`config.mk`:
```
export PLATFORM = sky130hd
export DESIGN_NAME = go_back_n_sender_window_core_flat
export DESIGN_NICKNAME = d
export VERILOG_FILES = /design/src/rtl/core/gbn_pkg.sv /design/src/rtl/core/gbn_ifs.sv /design/src/rtl/core/gbn_slot_mem.sv /design/src/rtl/core/gbn_mod_unit.sv /design/src/rtl/core/gbn_ctrl.sv /design/src/rtl/core/go_back_n_sender_window_core.sv /design/src/flat_wrapper.sv
export SDC_FILE = /design/constraint.sdc
export NUM_CORES = 1
export LEC_CHECK = 0
export BUFFER_PORTS_ARGS = -buffer_cell sky130_fd_sc_hd__buf_2
export CAP_MARGIN = 15
export CORE_MARGIN = 3
export CORE_UTILIZATION = 65
export CTS_CLUSTER_SIZE = 12
export DETAILED_ROUTE_END_ITERATION = 8
export PLACE_DENSITY = 0.88
export SLEW_MARGIN = 10
export SYNTH_ARGS = -nofsm -noshare
export SYNTH_HDL_FRONTEND = slang
export SYNTH_SLANG_ARGS = --single-unit
```
`constraint.sdc`:
```
create_clock -name i_clk -period 17.7 [get_ports i_clk]
set_input_delay 0.885 -clock i_clk [delete_from_list [all_inputs] [get_ports i_clk]]
set_output_delay 0.885 -clock i_clk [all_outputs]
set_load 0.02 [all_outputs]
```
`src/rtl/core/gbn_pkg.sv`:
```
package gbn_pkg;

    // Default build-time sizes
    localparam int WINDOW_SLOTS_DEF = 8;
    localparam int PAYLOAD_BITS_DEF = 64;

    // Field widths of the channel words
    localparam int MODE_W    = 2;
    localparam int PAYLOAD_W = 64;
    localparam int SEQ_W     = 8;
    localparam int MOD_W     = 9;
    localparam int KIND_W    = 2;
    localparam int TIMER_W   = 2;

    // Sequence modulus register
    localparam logic [MOD_W-1:0] MOD_RESET = 9'd16;
    localparam logic [MOD_W-1:0] MOD_MAX   = 9'd256;

    // Input item modes
    localparam logic [MODE_W-1:0] MODE_SEND    = 2'd0;
    localparam logic [MODE_W-1:0] MODE_ACK     = 2'd1;
    localparam logic [MODE_W-1:0] MODE_TIMEOUT = 2'd2;

    // Result kinds
    localparam logic [KIND_W-1:0] KIND_SENT    = 2'd0;
    localparam logic [KIND_W-1:0] KIND_REFUSED = 2'd1;
    localparam logic [KIND_W-1:0] KIND_HANDLED = 2'd2;
    localparam logic [KIND_W-1:0] KIND_IGNORED = 2'd3;

    // Timer requests
    localparam logic [TIMER_W-1:0] TIMER_NONE    = 2'd0;
    localparam logic [TIMER_W-1:0] TIMER_START   = 2'd1;
    localparam logic [TIMER_W-1:0] TIMER_STOP    = 2'd2;
    localparam logic [TIMER_W-1:0] TIMER_RESTART = 2'd3;

    typedef struct packed {
        logic [MODE_W-1:0]    mode;
        logic [PAYLOAD_W-1:0] payload;
        logic [SEQ_W-1:0]     ack_number;
        logic                 ack_valid;
    } t_in_word;

    typedef struct packed {
        logic [KIND_W-1:0]    kind;
        logic [SEQ_W-1:0]     packet_seq;
        logic [PAYLOAD_W-1:0] packet_data;
        logic [TIMER_W-1:0]   timer_action;
        logic                 window_moved;
        logic                 last;
    } t_out_word;

endpackage

```
`src/rtl/core/gbn_ifs.sv`:
```
// Input item channel
interface gbn_in_if;
    logic               valid;
    logic               ready;
    gbn_pkg::t_in_word  data;

    modport source (output valid, output data, input ready);
    modport sink   (input valid, input data, output ready);
endinterface

// Result channel
interface gbn_out_if;
    logic               valid;
    logic               ready;
    gbn_pkg::t_out_word data;

    modport source (output valid, output data, input ready);
    modport sink   (input valid, input data, output ready);
endinterface

// Configuration write channel
interface gbn_cfg_if;
    logic                      valid;
    logic                      ready;
    logic [gbn_pkg::MOD_W-1:0] data;

    modport source (output valid, output data, input ready);
    modport sink   (input valid, input data, output ready);
endinterface

```
`src/rtl/core/gbn_slot_mem.sv`:
```
module gbn_slot_mem #(
    parameter int DEPTH = gbn_pkg::WINDOW_SLOTS_DEF,
    parameter int WIDTH = gbn_pkg::PAYLOAD_BITS_DEF
) (
    input  logic                     i_clk,
    input  logic                     i_wr_en,
    input  logic [$clog2(DEPTH)-1:0] i_wr_addr,
    input  logic [WIDTH-1:0]         i_wr_data,
    input  logic                     i_rd_en,
    input  logic [$clog2(DEPTH)-1:0] i_rd_addr,
    output logic [WIDTH-1:0]         o_rd_data
);

    logic [WIDTH-1:0] r_mem [DEPTH];
    logic [WIDTH-1:0] r_rd_data;

    // Write port
    always_ff @(posedge i_clk) begin
        if (i_wr_en) begin
            r_mem[i_wr_addr] <= i_wr_data;
        end
    end

    // Registered read port, hold data between reads
    always_ff @(posedge i_clk) begin
        if (i_rd_en) begin
            r_rd_data <= r_mem[i_rd_addr];
        end
    end

    assign o_rd_data = r_rd_data;

endmodule

```
`src/rtl/core/gbn_mod_unit.sv`:
```
module gbn_mod_unit (
    input  logic                          i_clk,
    input  logic                          i_rst_n,
    input  logic                          i_start,
    input  logic [gbn_pkg::MOD_W-1:0]     i_dividend,
    input  logic [gbn_pkg::MOD_W-1:0]     i_divisor,
    output logic                          o_done,
    output logic [gbn_pkg::SEQ_W-1:0]     o_rem
);

    localparam int STEP_W = $clog2(gbn_pkg::MOD_W + 1);
    localparam logic [STEP_W-1:0] LAST_STEP = STEP_W'(gbn_pkg::MOD_W - 1);

    logic                        r_busy;
    logic                        r_done;
    logic [STEP_W-1:0]           r_step;
    logic [gbn_pkg::MOD_W-1:0]   r_dvd;
    logic [gbn_pkg::SEQ_W-1:0]   r_rem;
    logic [gbn_pkg::MOD_W-1:0]   trial;
    logic [gbn_pkg::MOD_W-1:0]   diff;
    logic                        fits;

    // One restoring step per cycle, dividend bits taken MSB first
    assign trial = {r_rem, r_dvd[gbn_pkg::MOD_W-1]};
    assign fits  = (trial >= i_divisor);
    assign diff  = trial - i_divisor;

    // Step control
    always_ff @(posedge i_clk) begin
        if (!i_rst_n) begin
            r_busy <= 1'b0;
            r_done <= 1'b0;
            r_step <= '0;
        end else begin
            r_done <= 1'b0;
            if (i_start) begin
                r_busy <= 1'b1;
                r_step <= '0;
            end else if (r_busy) begin
                r_step <= r_step + 1'b1;
                if (r_step == LAST_STEP) begin
                    r_busy <= 1'b0;
                    r_done <= 1'b1;
                end
            end
        end
    end

    // Partial remainder and shifting dividend
    always_ff @(posedge i_clk) begin
        if (i_start) begin
            r_dvd <= i_dividend;
            r_rem <= '0;
        end else if (r_busy) begin
            r_dvd <= {r_dvd[gbn_pkg::MOD_W-2:0], 1'b0};
            r_rem <= fits ? diff[gbn_pkg::SEQ_W-1:0] : trial[gbn_pkg::SEQ_W-1:0];
        end
    end

    assign o_done = r_done;
    assign o_rem  = r_rem;

endmodule

```
`src/rtl/core/gbn_ctrl.sv`:
```
module gbn_ctrl #(
    parameter int WINDOW_SLOTS = gbn_pkg::WINDOW_SLOTS_DEF,
    parameter int PAYLOAD_BITS = gbn_pkg::PAYLOAD_BITS_DEF
) (
    input  logic                      i_clk,
    input  logic                      i_rst_n,
    input  logic [gbn_pkg::MOD_W-1:0] i_modulus,
    input  logic                      i_mod_changed,
    gbn_in_if.sink                    i_in,
    gbn_out_if.source                 o_out
);

    localparam int IW = $clog2(WINDOW_SLOTS);
    localparam int CW = IW + 1;
    localparam int SW = gbn_pkg::SEQ_W;
    localparam int MW = gbn_pkg::MOD_W;
    localparam logic [CW-1:0] SLOTS     = CW'(WINDOW_SLOTS);
    localparam logic [IW-1:0] LAST_SLOT = IW'(WINDOW_SLOTS - 1);
    localparam logic [IW-1:0] FULL_CNT  = IW'(WINDOW_SLOTS - 1);

    localparam logic [2:0] S_IDLE   = 3'd0;
    localparam logic [2:0] S_PREP   = 3'd1;
    localparam logic [2:0] S_REM_OS = 3'd2;
    localparam logic [2:0] S_REM_NX = 3'd3;
    localparam logic [2:0] S_EXEC   = 3'd4;
    localparam logic [2:0] S_TX     = 3'd5;

    logic [2:0]         r_state,       n_state;
    gbn_pkg::t_in_word  r_item,        n_item;
    logic [IW-1:0]      r_oldest_slot, n_oldest_slot;
    logic [IW-1:0]      r_next_slot,   n_next_slot;
    logic [SW-1:0]      r_oldest_seq,  n_oldest_seq;
    logic [SW-1:0]      r_os,          n_os;
    logic [SW-1:0]      r_next_seq,    n_next_seq;
    logic               r_seq_ok,      n_seq_ok;
    logic [IW-1:0]      r_tx_slot,     n_tx_slot;
    logic [SW-1:0]      r_tx_seq,      n_tx_seq;
    logic [IW-1:0]      r_tx_left,     n_tx_left;
    logic               r_tx_first,    n_tx_first;
    logic               r_out_valid,   n_out_valid;
    gbn_pkg::t_out_word r_out,         n_out;

    logic [CW-1:0]           cnt_sum;
    logic [CW-1:0]           cnt_wide;
    logic [IW-1:0]           cnt;
    logic                    out_free;
    logic                    rem_start;
    logic [MW-1:0]           rem_dvd;
    logic                    rem_done;
    logic [SW-1:0]           rem;
    logic                    mem_we;
    logic                    mem_re;
    logic [IW-1:0]           mem_raddr;
    logic [PAYLOAD_BITS-1:0] mem_rdata;
    logic                    ack_in_range;
    logic [MW:0]             d_sum;
    logic [MW:0]             d_wide;
    logic [MW-1:0]           ack_dist;
    logic                    ack_hit;
    logic [CW-1:0]           adv_sum;
    logic [CW-1:0]           adv_wrap;
    logic [IW-1:0]           new_oldest;
    logic [IW-1:0]           after_oldest;
    logic [MW-1:0]           ack_plus;
    logic [SW-1:0]           ack_next;
    logic [MW-1:0]           nseq_plus;
    logic [SW-1:0]           nseq_inc;
    logic [MW-1:0]           tseq_plus;
    logic [SW-1:0]           tseq_inc;
    logic [IW-1:0]           nslot_inc;
    logic [IW-1:0]           tslot_inc;
    logic                    tx_last;

    // Outstanding count from the ring pointers
    assign cnt_sum  = {1'b0, r_next_slot} + SLOTS - {1'b0, r_oldest_slot};
    assign cnt_wide = (cnt_sum >= SLOTS) ? cnt_sum - SLOTS : cnt_sum;
    assign cnt      = cnt_wide[IW-1:0];

    assign out_free = !r_out_valid || o_out.ready;

    // Distance from the oldest sequence number to the acked one
    assign ack_in_range = ({1'b0, r_item.ack_number} < i_modulus);
    assign d_sum  = (MW+1)'(r_item.ack_number) + (MW+1)'(i_modulus) - (MW+1)'(r_os);
    assign d_wide = (d_sum >= (MW+1)'(i_modulus)) ? d_sum - (MW+1)'(i_modulus) : d_sum;
    assign ack_dist = d_wide[MW-1:0];
    assign ack_hit  = r_item.ack_valid && ack_in_range && (ack_dist < MW'(cnt));

    // Slide the oldest slot past the acked packet
    assign adv_sum  = {1'b0, r_oldest_slot} + CW'(ack_dist[IW-1:0]) + CW'(1);
    assign adv_wrap = (adv_sum >= SLOTS) ? adv_sum - SLOTS : adv_sum;
    assign new_oldest   = adv_wrap[IW-1:0];
    assign after_oldest = ack_hit ? new_oldest : r_oldest_slot;

    // Sequence increments with wrap at the modulus
    assign ack_plus  = {1'b0, r_item.ack_number} + MW'(1);
    assign ack_next  = (ack_plus == i_modulus) ? '0 : ack_plus[SW-1:0];
    assign nseq_plus = {1'b0, r_next_seq} + MW'(1);
    assign nseq_inc  = (nseq_plus == i_modulus) ? '0 : nseq_plus[SW-1:0];
    assign tseq_plus = {1'b0, r_tx_seq} + MW'(1);
    assign tseq_inc  = (tseq_plus == i_modulus) ? '0 : tseq_plus[SW-1:0];

    // Slot increments with wrap at the ring size
    assign nslot_inc = (r_next_slot == LAST_SLOT) ? '0 : r_next_slot + 1'b1;
    assign tslot_inc = (r_tx_slot == LAST_SLOT) ? '0 : r_tx_slot + 1'b1;

    assign tx_last = (r_tx_left == IW'(1));

    gbn_slot_mem #(
        .DEPTH (WINDOW_SLOTS),
        .WIDTH (PAYLOAD_BITS)
    ) u_slot_mem (
        .i_clk     (i_clk),
        .i_wr_en   (mem_we),
        .i_wr_addr (r_next_slot),
        .i_wr_data (r_item.payload[PAYLOAD_BITS-1:0]),
        .i_rd_en   (mem_re),
        .i_rd_addr (mem_raddr),
        .o_rd_data (mem_rdata)
    );

    gbn_mod_unit u_mod_unit (
        .i_clk      (i_clk),
        .i_rst_n    (i_rst_n),
        .i_start    (rem_start),
        .i_dividend (rem_dvd),
        .i_divisor  (i_modulus),
        .o_done     (rem_done),
        .o_rem      (rem)
    );

    // Sequencer
    always_comb begin
        n_state       = r_state;
        n_item        = r_item;
        n_oldest_slot = r_oldest_slot;
        n_next_slot   = r_next_slot;
        n_oldest_seq  = r_oldest_seq;
        n_os          = r_os;
        n_next_seq    = r_next_seq;
        n_seq_ok      = r_seq_ok;
        n_tx_slot     = r_tx_slot;
        n_tx_seq      = r_tx_seq;
        n_tx_left     = r_tx_left;
        n_tx_first    = r_tx_first;
        n_out_valid   = r_out_valid && !o_out.ready;
        n_out         = r_out;
        rem_start     = 1'b0;
        rem_dvd       = {1'b0, r_oldest_seq};
        mem_we        = 1'b0;
        mem_re        = 1'b0;
        mem_raddr     = r_oldest_slot;
        i_in.ready    = 1'b0;

        // Cached sequence numbers no longer hold under a new modulus
        if (i_mod_changed) begin
            n_seq_ok = 1'b0;
        end

        unique case (r_state)
            S_IDLE: begin
                i_in.ready = 1'b1;
                if (i_in.valid) begin
                    n_item  = i_in.data;
                    n_state = S_PREP;
                end
            end
            S_PREP: begin
                if (r_seq_ok) begin
                    n_state = S_EXEC;
                end else begin
                    rem_start = 1'b1;
                    n_state   = S_REM_OS;
                end
            end
            S_REM_OS: begin
                if (rem_done) begin
                    n_os      = rem;
                    rem_start = 1'b1;
                    rem_dvd   = {1'b0, rem} + MW'(cnt);
                    n_state   = S_REM_NX;
                end
            end
            S_REM_NX: begin
                if (rem_done) begin
                    n_next_seq = rem;
                    n_seq_ok   = 1'b1;
                    n_state    = S_EXEC;
                end
            end
            S_EXEC: begin
                case (r_item.mode)
                    gbn_pkg::MODE_SEND: begin
                        if (out_free) begin
                            n_out_valid = 1'b1;
                            n_out       = '0;
                            n_out.last  = 1'b1;
                            if (cnt == FULL_CNT) begin
                                n_out.kind = gbn_pkg::KIND_REFUSED;
                            end else begin
                                n_out.kind        = gbn_pkg::KIND_SENT;
                                n_out.packet_seq  = r_next_seq;
                                n_out.packet_data = gbn_pkg::PAYLOAD_W'(
                                    r_item.payload[PAYLOAD_BITS-1:0]);
                                n_out.timer_action = (cnt == '0) ?
                                    gbn_pkg::TIMER_START : gbn_pkg::TIMER_NONE;
                                mem_we      = 1'b1;
                                n_next_slot = nslot_inc;
                                n_next_seq  = nseq_inc;
                            end
                            n_state = S_IDLE;
                        end
                    end
                    gbn_pkg::MODE_ACK: begin
                        if (out_free) begin
                            n_out_valid = 1'b1;
                            n_out       = '0;
                            n_out.last  = 1'b1;
                            if (!r_item.ack_valid) begin
                                n_out.kind = gbn_pkg::KIND_IGNORED;
                            end else begin
                                n_out.kind         = gbn_pkg::KIND_HANDLED;
                                n_out.window_moved = ack_hit;
                                n_out.timer_action = (after_oldest == r_next_slot) ?
                                    gbn_pkg::TIMER_STOP : gbn_pkg::TIMER_RESTART;
                                if (ack_hit) begin
                                    n_oldest_slot = new_oldest;
                                    n_oldest_seq  = ack_next;
                                    n_os          = ack_next;
                                end
                            end
                            n_state = S_IDLE;
                        end
                    end
                    gbn_pkg::MODE_TIMEOUT: begin
                        if (cnt == '0) begin
                            n_state = S_IDLE;
                        end else begin
                            mem_re     = 1'b1;
                            mem_raddr  = r_oldest_slot;
                            n_tx_slot  = r_oldest_slot;
                            n_tx_seq   = r_os;
                            n_tx_left  = cnt;
                            n_tx_first = 1'b1;
                            n_state    = S_TX;
                        end
                    end
                    default: begin
                        n_state = S_IDLE;
                    end
                endcase
            end
            S_TX: begin
                // Emit one resent word per cycle while the output is not stalled, fetch the next slot meanwhile
                if (out_free) begin
                    n_out_valid        = 1'b1;
                    n_out              = '0;
                    n_out.kind         = gbn_pkg::KIND_SENT;
                    n_out.packet_seq   = r_tx_seq;
                    n_out.packet_data  = gbn_pkg::PAYLOAD_W'(mem_rdata);
                    n_out.timer_action = r_tx_first ?
                        gbn_pkg::TIMER_RESTART : gbn_pkg::TIMER_NONE;
                    n_out.last         = tx_last;
                    if (tx_last) begin
                        n_state = S_IDLE;
                    end else begin
                        mem_re     = 1'b1;
                        mem_raddr  = tslot_inc;
                        n_tx_slot  = tslot_inc;
                        n_tx_seq   = tseq_inc;
                        n_tx_left  = r_tx_left - 1'b1;
                        n_tx_first = 1'b0;
                    end
                end
            end
            default: begin
                n_state = S_IDLE;
            end
        endcase
    end

    // Control state
    always_ff @(posedge i_clk) begin
        if (!i_rst_n) begin
            r_state       <= S_IDLE;
            r_oldest_slot <= '0;
            r_next_slot   <= '0;
            r_oldest_seq  <= '0;
            r_os          <= '0;
            r_next_seq    <= '0;
            r_seq_ok      <= 1'b1;
            r_out_valid   <= 1'b0;
        end else begin
            r_state       <= n_state;
            r_oldest_slot <= n_oldest_slot;
            r_next_slot   <= n_next_slot;
            r_oldest_seq  <= n_oldest_seq;
            r_os          <= n_os;
            r_next_seq    <= n_next_seq;
            r_seq_ok      <= n_seq_ok;
            r_out_valid   <= n_out_valid;
        end
    end

    // Payload and walk registers
    always_ff @(posedge i_clk) begin
        r_item     <= n_item;
        r_tx_slot  <= n_tx_slot;
        r_tx_seq   <= n_tx_seq;
        r_tx_left  <= n_tx_left;
        r_tx_first <= n_tx_first;
        r_out      <= n_out;
    end

    assign o_out.valid = r_out_valid;
    assign o_out.data  = r_out;

endmodule

```
`src/rtl/core/go_back_n_sender_window_core.sv`:
```
// Go-Back-N sender window. Payloads of unacknowledged packets are kept in a
// ring of WINDOW_SLOTS slots in one synchronous RAM; at most WINDOW_SLOTS-1
// are outstanding. A send or an ack puts one result word in the output
// register; a timeout resends every outstanding packet, read from the RAM one
// slot per cycle while the output is not stalled. For the first item after a
// write of the sequence modulus, the cached oldest and next sequence numbers
// are first reduced again by a shared bit-serial remainder unit, one dividend
// bit per cycle. A new item is taken while the last result word still waits
// at the output.
module go_back_n_sender_window_core #(
    parameter int WINDOW_SLOTS = gbn_pkg::WINDOW_SLOTS_DEF,
    parameter int PAYLOAD_BITS = gbn_pkg::PAYLOAD_BITS_DEF
) (
    input  logic      i_clk,
    input  logic      i_rst_n,
    gbn_cfg_if.sink   i_cfg,
    gbn_in_if.sink    i_in,
    gbn_out_if.source o_out
);

    logic [gbn_pkg::MOD_W-1:0] r_seq_modulus;
    logic [gbn_pkg::MOD_W-1:0] modulus;
    logic                      cfg_write;

    assign i_cfg.ready = 1'b1;
    assign cfg_write   = i_cfg.valid;

    // Modulus register
    always_ff @(posedge i_clk) begin
        if (!i_rst_n) begin
            r_seq_modulus <= gbn_pkg::MOD_RESET;
        end else if (cfg_write) begin
            r_seq_modulus <= i_cfg.data;
        end
    end

    // Zero or out-of-range modulus acts as the full sequence space
    assign modulus = (r_seq_modulus == '0 || r_seq_modulus > gbn_pkg::MOD_MAX) ?
                     gbn_pkg::MOD_MAX : r_seq_modulus;

    gbn_ctrl #(
        .WINDOW_SLOTS (WINDOW_SLOTS),
        .PAYLOAD_BITS (PAYLOAD_BITS)
    ) u_ctrl (
        .i_clk         (i_clk),
        .i_rst_n       (i_rst_n),
        .i_modulus     (modulus),
        .i_mod_changed (cfg_write),
        .i_in          (i_in),
        .o_out         (o_out)
    );

endmodule
```
`src/flat_wrapper.sv`:
```
// flat-port wrapper written by rule: the top's interface ports become plain ports
module go_back_n_sender_window_core_flat 
#(
    parameter int WINDOW_SLOTS = gbn_pkg::WINDOW_SLOTS_DEF,
    parameter int PAYLOAD_BITS = gbn_pkg::PAYLOAD_BITS_DEF
)
  (i_clk, i_rst_n, i_cfg_valid, i_cfg_data, i_cfg_ready, i_in_valid, i_in_data, i_in_ready, o_out_valid, o_out_data, o_out_ready);
  gbn_cfg_if i_cfg_i ();
  gbn_in_if i_in_i ();
  gbn_out_if o_out_i ();
  input  logic i_clk;
  input  logic i_rst_n;
  input wire logic [$bits(i_cfg_i.valid)-1:0] i_cfg_valid;
  input wire logic [$bits(i_cfg_i.data)-1:0] i_cfg_data;
  output wire logic [$bits(i_cfg_i.ready)-1:0] i_cfg_ready;
  input wire logic [$bits(i_in_i.valid)-1:0] i_in_valid;
  input wire logic [$bits(i_in_i.data)-1:0] i_in_data;
  output wire logic [$bits(i_in_i.ready)-1:0] i_in_ready;
  output wire logic [$bits(o_out_i.valid)-1:0] o_out_valid;
  output wire logic [$bits(o_out_i.data)-1:0] o_out_data;
  input wire logic [$bits(o_out_i.ready)-1:0] o_out_ready;
  assign i_cfg_i.valid = i_cfg_valid;
  assign i_cfg_i.data = i_cfg_data;
  assign i_cfg_ready = i_cfg_i.ready;
  assign i_in_i.valid = i_in_valid;
  assign i_in_i.data = i_in_data;
  assign i_in_ready = i_in_i.ready;
  assign o_out_valid = o_out_i.valid;
  assign o_out_data = o_out_i.data;
  assign o_out_i.ready = o_out_ready;
  go_back_n_sender_window_core #(.WINDOW_SLOTS(WINDOW_SLOTS), .PAYLOAD_BITS(PAYLOAD_BITS)) u_core (.i_clk(i_clk), .i_rst_n(i_rst_n), .i_cfg(i_cfg_i), .i_in(i_in_i), .o_out(o_out_i));
endmodule
```
* Word-level counts from Yosys, hierarchy flattened
Memory sizes are Yosys's and may differ from the RTL's. A register that Yosys moved wholly into a read port is not among the register bits. Cells that the tools add are included.
Word-level totals: logic and storage cells 213, bits in writable memories 512, register bits after elaboration 235, output and inout bits 81, memories 1
Operators by class: bitwise operators 3, reductions and logical operators 27, magnitude comparators 7, muxes and demuxes 95, eq/ne operators 34, add/subtract/negate cells 18
Memories:
- u_core.u_ctrl.u_slot_mem.r_mem | depth 8, bits a word 64, rd ports 1, clocked after Yosys merged registers in 1, wr ports 1, line gbn_slot_mem.sv:14 | logic [WIDTH-1:0] r_mem [DEPTH];
Operators by type and width (number):
- $pmux 78 s2 | 2
- $mux 78 | 3
- $mux 8 | 16
- $mux 3 | 25
- $mux 74 | 1
- $mux 9 | 6
- $pmux 8 s2 | 3
- $mux 1 | 30
- $add 8x1->9 const B | 3
- $eq 9x9->1 | 3
- $ne 2x2->1 const B | 10
- $reduce_and 5->1 | 4
- $pmux 3 s2 | 3
- $pmux 3 s6 | 1
- $eq 3x3->1 const B | 5
- $reduce_and 6->1 | 2
- $add 8x9->10 | 1
- $ge 10x9->1 | 1
- $sub 10x8->10 | 1
- $add 8x3->9 | 1
- $ge 9x9->1 | 1
- $gt 9x9->1 const B | 1
- $logic_not 9->1 | 1
- $lt 8x9->1 | 1
- 32 further kinds | 59

* Logic depth before layout (Yosys ltp)
depth in word-level cells 18, depth in mapped cells 31

* Hierarchy
From an unflattened synthesis, not the netlist that was laid out.
Second synthesis, totals: cells, all modules 1897, area total of the unflattened synthesis 33388.3 µm²
Modules (own cells, without submodules):
- gbn_slot_mem | cells each 816, sequential area each 17296.6 µm², times used 1, area an instance 21187.8 µm²
- gbn_ctrl | cells each 874, sequential area each 5745.5 µm², times used 1, area an instance 10269.8 µm²
- gbn_mod_unit | cells each 163, sequential area each 550.5 µm², times used 1, area an instance 1497.7 µm²
- go_back_n_sender_window_core | cells each 44, sequential area each 180.2 µm², times used 1, area an instance 432.9 µm²

* Worst setup path after synthesis
OpenSTA, ideal clock, no wires.
path type register to register, start register u_core.u_ctrl.r_next_slot[0], end memory u_core.u_ctrl.u_slot_mem.r_mem[0][0] in the netlist's numbering (enable), cell stages (with the launch flop) 11, setup slack 8.734 ns, path buffers 2, arrival 8.322 ns, cell sequence dfxtp_1 > clkbuf_1 > inv_1 > ha_1 > inv_1 > fa_1 > inv_1 > nor3_1 > or4_1 > clkbuf_1 > nor4_1
Between the ends: longest elaborated chain between the ends 11, elaborated cells on any way between the ends 12
Ends and longest elaborated chain:
- start, declared | line gbn_ctrl.sv:31 | logic [IW-1:0] r_next_slot, n_next_slot;
- start signal, assigned | line gbn_ctrl.sv:295 | r_next_slot <= n_next_slot;
- $add 3x4->4 | line gbn_ctrl.sv:75 | assign cnt_sum = {1'b0, r_next_slot} + SLOTS - {1'b0, r_oldest_slot};
- $sub 4x3->4 | line gbn_ctrl.sv:75
- $ge 4x4->1 or $sub 3x1->3 (tied branches) | line gbn_ctrl.sv:76 | assign cnt_wide = (cnt_sum >= SLOTS) ? cnt_sum - SLOTS : cnt_sum;
- $mux 3 | line gbn_ctrl.sv:76
- $eq 3x3->1 | line gbn_ctrl.sv:197 | if (cnt == FULL_CNT) begin
- $mux 1 | line gbn_ctrl.sv:197
- $mux 1 | line gbn_ctrl.sv:193 | if (out_free) begin
- $mux 1 | line gbn_ctrl.sv:191 | case (r_item.mode)
- $mux 1 | line gbn_ctrl.sv:159 | unique case (r_state)
- $mux 1 | line gbn_slot_mem.sv:19 | if (i_wr_en) begin
- $mux 1 (not written as such) | line gbn_slot_mem.sv:20 | r_mem[i_wr_addr] <= i_wr_data;
- end, declared | line gbn_slot_mem.sv:14
Several ways; a longest one is shown, not always the timed one.

* Worst setup path after layout
start register u_core.r_seq_modulus[4] in the netlist's numbering, end register u_core.u_ctrl.r_oldest_seq[1]
Between the ends: longest elaborated chain between the ends 10, elaborated cells on any way between the ends 16
Ends and longest elaborated chain:
- start, declared | line go_back_n_sender_window_core.sv:21 | logic [gbn_pkg::MOD_W-1:0] r_seq_modulus;
- start signal, assigned | line go_back_n_sender_window_core.sv:31 | r_seq_modulus <= gbn_pkg::MOD_RESET;
- start signal, assigned | line go_back_n_sender_window_core.sv:33 | r_seq_modulus <= i_cfg.data;
- $gt 9x9->1 or $logic_not 9->1 (tied branches) | line go_back_n_sender_window_core.sv:38 | assign modulus = (r_seq_modulus == '0 || r_seq_modulus > gbn_pkg::MOD_MAX) ?
- $logic_or 1x1->1 | line go_back_n_sender_window_core.sv:38
- $mux 9 (*) | line go_back_n_sender_window_core.sv:38
- $add 8x9->10 | line gbn_ctrl.sv:83 | assign d_sum = (MW+1)'(r_item.ack_number) + (MW+1)'(i_modulus) - (MW+1)'(r_os);
- $sub 10x8->10 | line gbn_ctrl.sv:83
- $sub 9x9->9 or $ge 10x9->1 (tied branches) | line gbn_ctrl.sv:84 | assign d_wide = (d_sum >= (MW+1)'(i_modulus)) ? d_sum - (MW+1)'(i_modulus) : d_sum;
- $mux 9 | line gbn_ctrl.sv:84
- $lt 9x3->1 | line gbn_ctrl.sv:86 | assign ack_hit = r_item.ack_valid && ack_in_range && (ack_dist < MW'(cnt));
- $logic_and 1x1->1 | line gbn_ctrl.sv:86
- $reduce_and 5->1 (no source line)
- end signal, assigned | line gbn_ctrl.sv:296 | r_oldest_seq <= n_oldest_seq;
- end, declared | line gbn_ctrl.sv:32 | logic [SW-1:0] r_oldest_seq, n_oldest_seq;
Every way passes the cells marked *; elsewhere a longest branch is shown, timed or not. A chain may end at the register's enable or synchronous reset.

==> results.yml <==
grt:
  antenna_found_initial: 4
  grt_max_degree: 73
  grt_pass1_vias: 19330
  grt_pass1_wl_um: 130000
  grt-ovfl-total: 0
  track_usage: 0.332
power_and_ir_drop:
  p_leak_nw: 12.8
  p_int_mw: 3.27
  powerDensity_nw_per_um2: 119
  p_sw_mw: 1.16
  peakVddDrop_v: 0.000104
  power_mw: 4.43
  power.share.switching: 0.261
  combPwrFrac: 0.123
  seqPwrFrac: 0.515
  pwr-share-clk: 0.362
yosys:
  yosysWarnings: 0
  synth.distinct_cells: 74
  synth_edf_count: 753
  synthesis.area_um2: 33100
  synth-seq-area-share: 0.719
  async_reset_ff_frac: 0
  synth-seq-cells: 811
  avgSynthCellArea_um2: 17.9
  synth_ff_type: "edfxtp_1"
  synthCells: 1845
  synth_nets: 2001
drt:
  initialDrtViolationCount: 2680
  wl_per_cell_um: 31.9
  drcViolationCount: 0
  drt_pre_antenna_iters: 6
  vias: 19358
  via_per_inst: 7.03
  routed_wl_um: 87800
  antenna_left: 0
hold_path:
  min_from: "i_in_data[60]"
  min_path_type: "in -> reg"
  worstHoldPathCells: 1
final_layout:
  drive_above_1_share: 0.250
  stdcell_count: 2752
  fin_nets: 2192
  utilization: 0.739
  area_growth_pct: 12.1
place:
  dp_hpwl_um: 43600
  place.gp.congestion: 0.926
  place_inst: 2623
  port_buffers: 168
clock_tree:
  postCtsSetupBuffers: 0
  cts.clk_slew.worst_paths_ps: 80
  h-tree-depth: 3
  cts_root_buffer: "clkbuf_16"
  cts_inserted_buffers: 82
  cts_resized: 0
  clock_sinks: 811
  clock_path_buffers: 3
  hold_buffers: 0
  cts_tree: "yes"
  worstSkewPairLatency_ps: 640
sta:
  maxSlewViolCount: 0
  hold_ws_ps: 422
  tightestPinTransition_ps: 1210
  maxSlewHeadroom: 0.194
  min_period_ps: 7930
  rsz0062_at_grt: "false"
  tns_ps: 0
  period_share: 0.448
  skew_ps: 40.1
  max_freq_mhz: 126
  finalSetupViolCount: 0
  hold_viol: 0
floorplanning:
  core_area_um2: 50200
  core.rowCount: 82
  io_pins: 170
  dieHeight_um: 232
  initial_core_util: 0.659
  die-area_um2: 53600
  die_x_um: 232
critical_path:
  critPathRequiredTime_ps: 18200
  cpPeakStageDelay_ps: 670
  worstPathArrival_ps: 8430
  crit_fanout: 11
  cp_common_cell: "ha_1"
  cp_slowest_cell: "fa_1"
  crit_start: "u_core.r_seq_modulus[4]$_SDFFE_PN1P_"
  r2r-start: "u_core.r_seq_modulus[4]$_SDFFE_PN1P_"
  rr_worst_depth: 28
  critPathLaunchType: "flop"
  path_class: "reg -> reg"
  end_kind: "flop"
run:
  drv_cap: 0
run_status:
  status: "completed"
placed cells by master (no fill, tap or decap), drive strengths merged, types with 25 or more instances in the layout:
cell type and count:
mux2 66, nor2 85, xnor2 45, clkbuf 107, o21ai 55, a21oi 25
xor2 28, mux4 128, edfxtp 753, mux2i 44, dfxtp 58, nand2 70
a22o 73, buf 195, inv 63, ha 54
worst max-delay path: cells and delay by family, from the launching register on:
family / cells / cell delay, ps
AOI/OAI and AO/OA: 10 / 2720
and+or+nand+nor: 8 / 2070
adders and majority gates: 5 / 1870
muxes: 2 / 450
DFF: 1 / 330
xor gates and xnor gates: 1 / 240
buffers and inverters: 2 / 130
sequential cells by signal (all words and copies together), names as in the netlist, 4 cells and up:
signal,flops
u_core.u_ctrl.u_mod_unit.r_dvd,9
u_core.r_seq_modulus,9
u_core.u_ctrl.r_tx_seq,8
u_core.u_ctrl.u_mod_unit.o_rem,8
u_core.u_ctrl.u_mod_unit.r_step,4
u_core.u_ctrl.o_out.data,78
u_core.u_ctrl.r_os,8
u_core.u_ctrl.r_next_seq,8
u_core.u_ctrl.u_slot_mem.r_mem,512
u_core.u_ctrl.u_slot_mem.o_rd_data,64
u_core.u_ctrl.r_oldest_seq,8
u_core.u_ctrl.r_item,75
synthesized netlist by cell type, drive strengths merged (25+ instances only):
cell type | instances | share of area
ha | 54 | 0.020
clkbuf | 61 | 0.0069
mux2i | 44 | 0.013
a21oi | 25 | 0.0038
nand2 | 70 | 0.0079
mux4 | 128 | 0.087
a22o | 73 | 0.019
edfxtp | 753 | 0.68
nor2 | 85 | 0.0097
inv | 60 | 0.0068
buf | 27 | 0.0043
mux2 | 66 | 0.022
xnor2 | 45 | 0.012
dfxtp | 58 | 0.035
o21ai | 55 | 0.0084
xor2 | 28 | 0.0074
worst paths after layout:
check	endpoint	slack (ps)
setup reg to reg	u_core.u_ctrl.r_oldest_seq[1]$_SDFFE_PN0P_	9770
setup / recovery	u_core.u_ctrl.r_oldest_seq[1]$_SDFFE_PN0P_	9770
hold reg to reg	u_core.u_ctrl.r_os[7]$_SDFFE_PN0P_	530
hold / removal	u_core.u_ctrl.r_item[60]$_DFFE_PP_	420
power by group through the flow:
stage               Sequential [mW]  Clock [mW]  Combinational [mW]
global route                   2.29        1.68               0.586
CTS                            2.27        1.61               0.531
global placement               2.30           0               0.492
finish                         2.28        1.60               0.545
floorplan                      2.28           0               0.379
detailed placement             2.31           0               0.507
cell families after synthesis:
logic type / count (synthesis) / synth area share
flip-flops: 811 / 0.719
AND/OR/NAND/NOR: 281 / 0.0421
multiplexers: 238 / 0.123
AO/OA/AOI/OAI: 226 / 0.0499
buffers and inverters: 148 / 0.0180
XOR/XNOR: 73 / 0.0193
adder cells (fa/ha/maj): 67 / 0.0283
other: 1 / 0.000113
through the flow:
| stage | cell area (um^2) | setup WS (ps) |
|---|---|---|
| 3_5_place_dp | 34700 | 9900 |
| 3_3_place_gp | 34700 | 10190 |
| 5_1_grt | 37100 | 9180 |
| 2_1_floorplan | 33100 | 8730 |
| 6_report | 37100 | 9770 |
| 4_1_cts | 37000 | 9770 |
area by class of cell:
| type | instances | area (um^2) |
|---|---|---|
| Inverter | 60 | 225 |
| Timing Repair Buffer | 195 | 1060 |
| Clock inverter | 19 | 143 |
| Sequential cell | 811 | 23800 |
| Antenna cell | 2 | 5.00 |
| Fill cell | 2513 | 13100 |
| Clock buffer | 107 | 2200 |
| Multi-Input combinational cell | 886 | 8810 |
| Tap cell | 672 | 841 |
routing by layer:
| layer | routed length (um) | global-route usage | vias to the layer above |
|---|---|---|---|
| li1 | - | - | 7660 |
| met1 | 30800 | 0.452 | 9694 |
| met2 | 42900 | 0.537 | 1716 |
| met3 | 10200 | 0.0720 | 284 |
| met4 | 3810 | 0.128 | 4 |
| met5 | 34 | 0 | - |
Note: power is estimated with default switching activity, not from simulation.
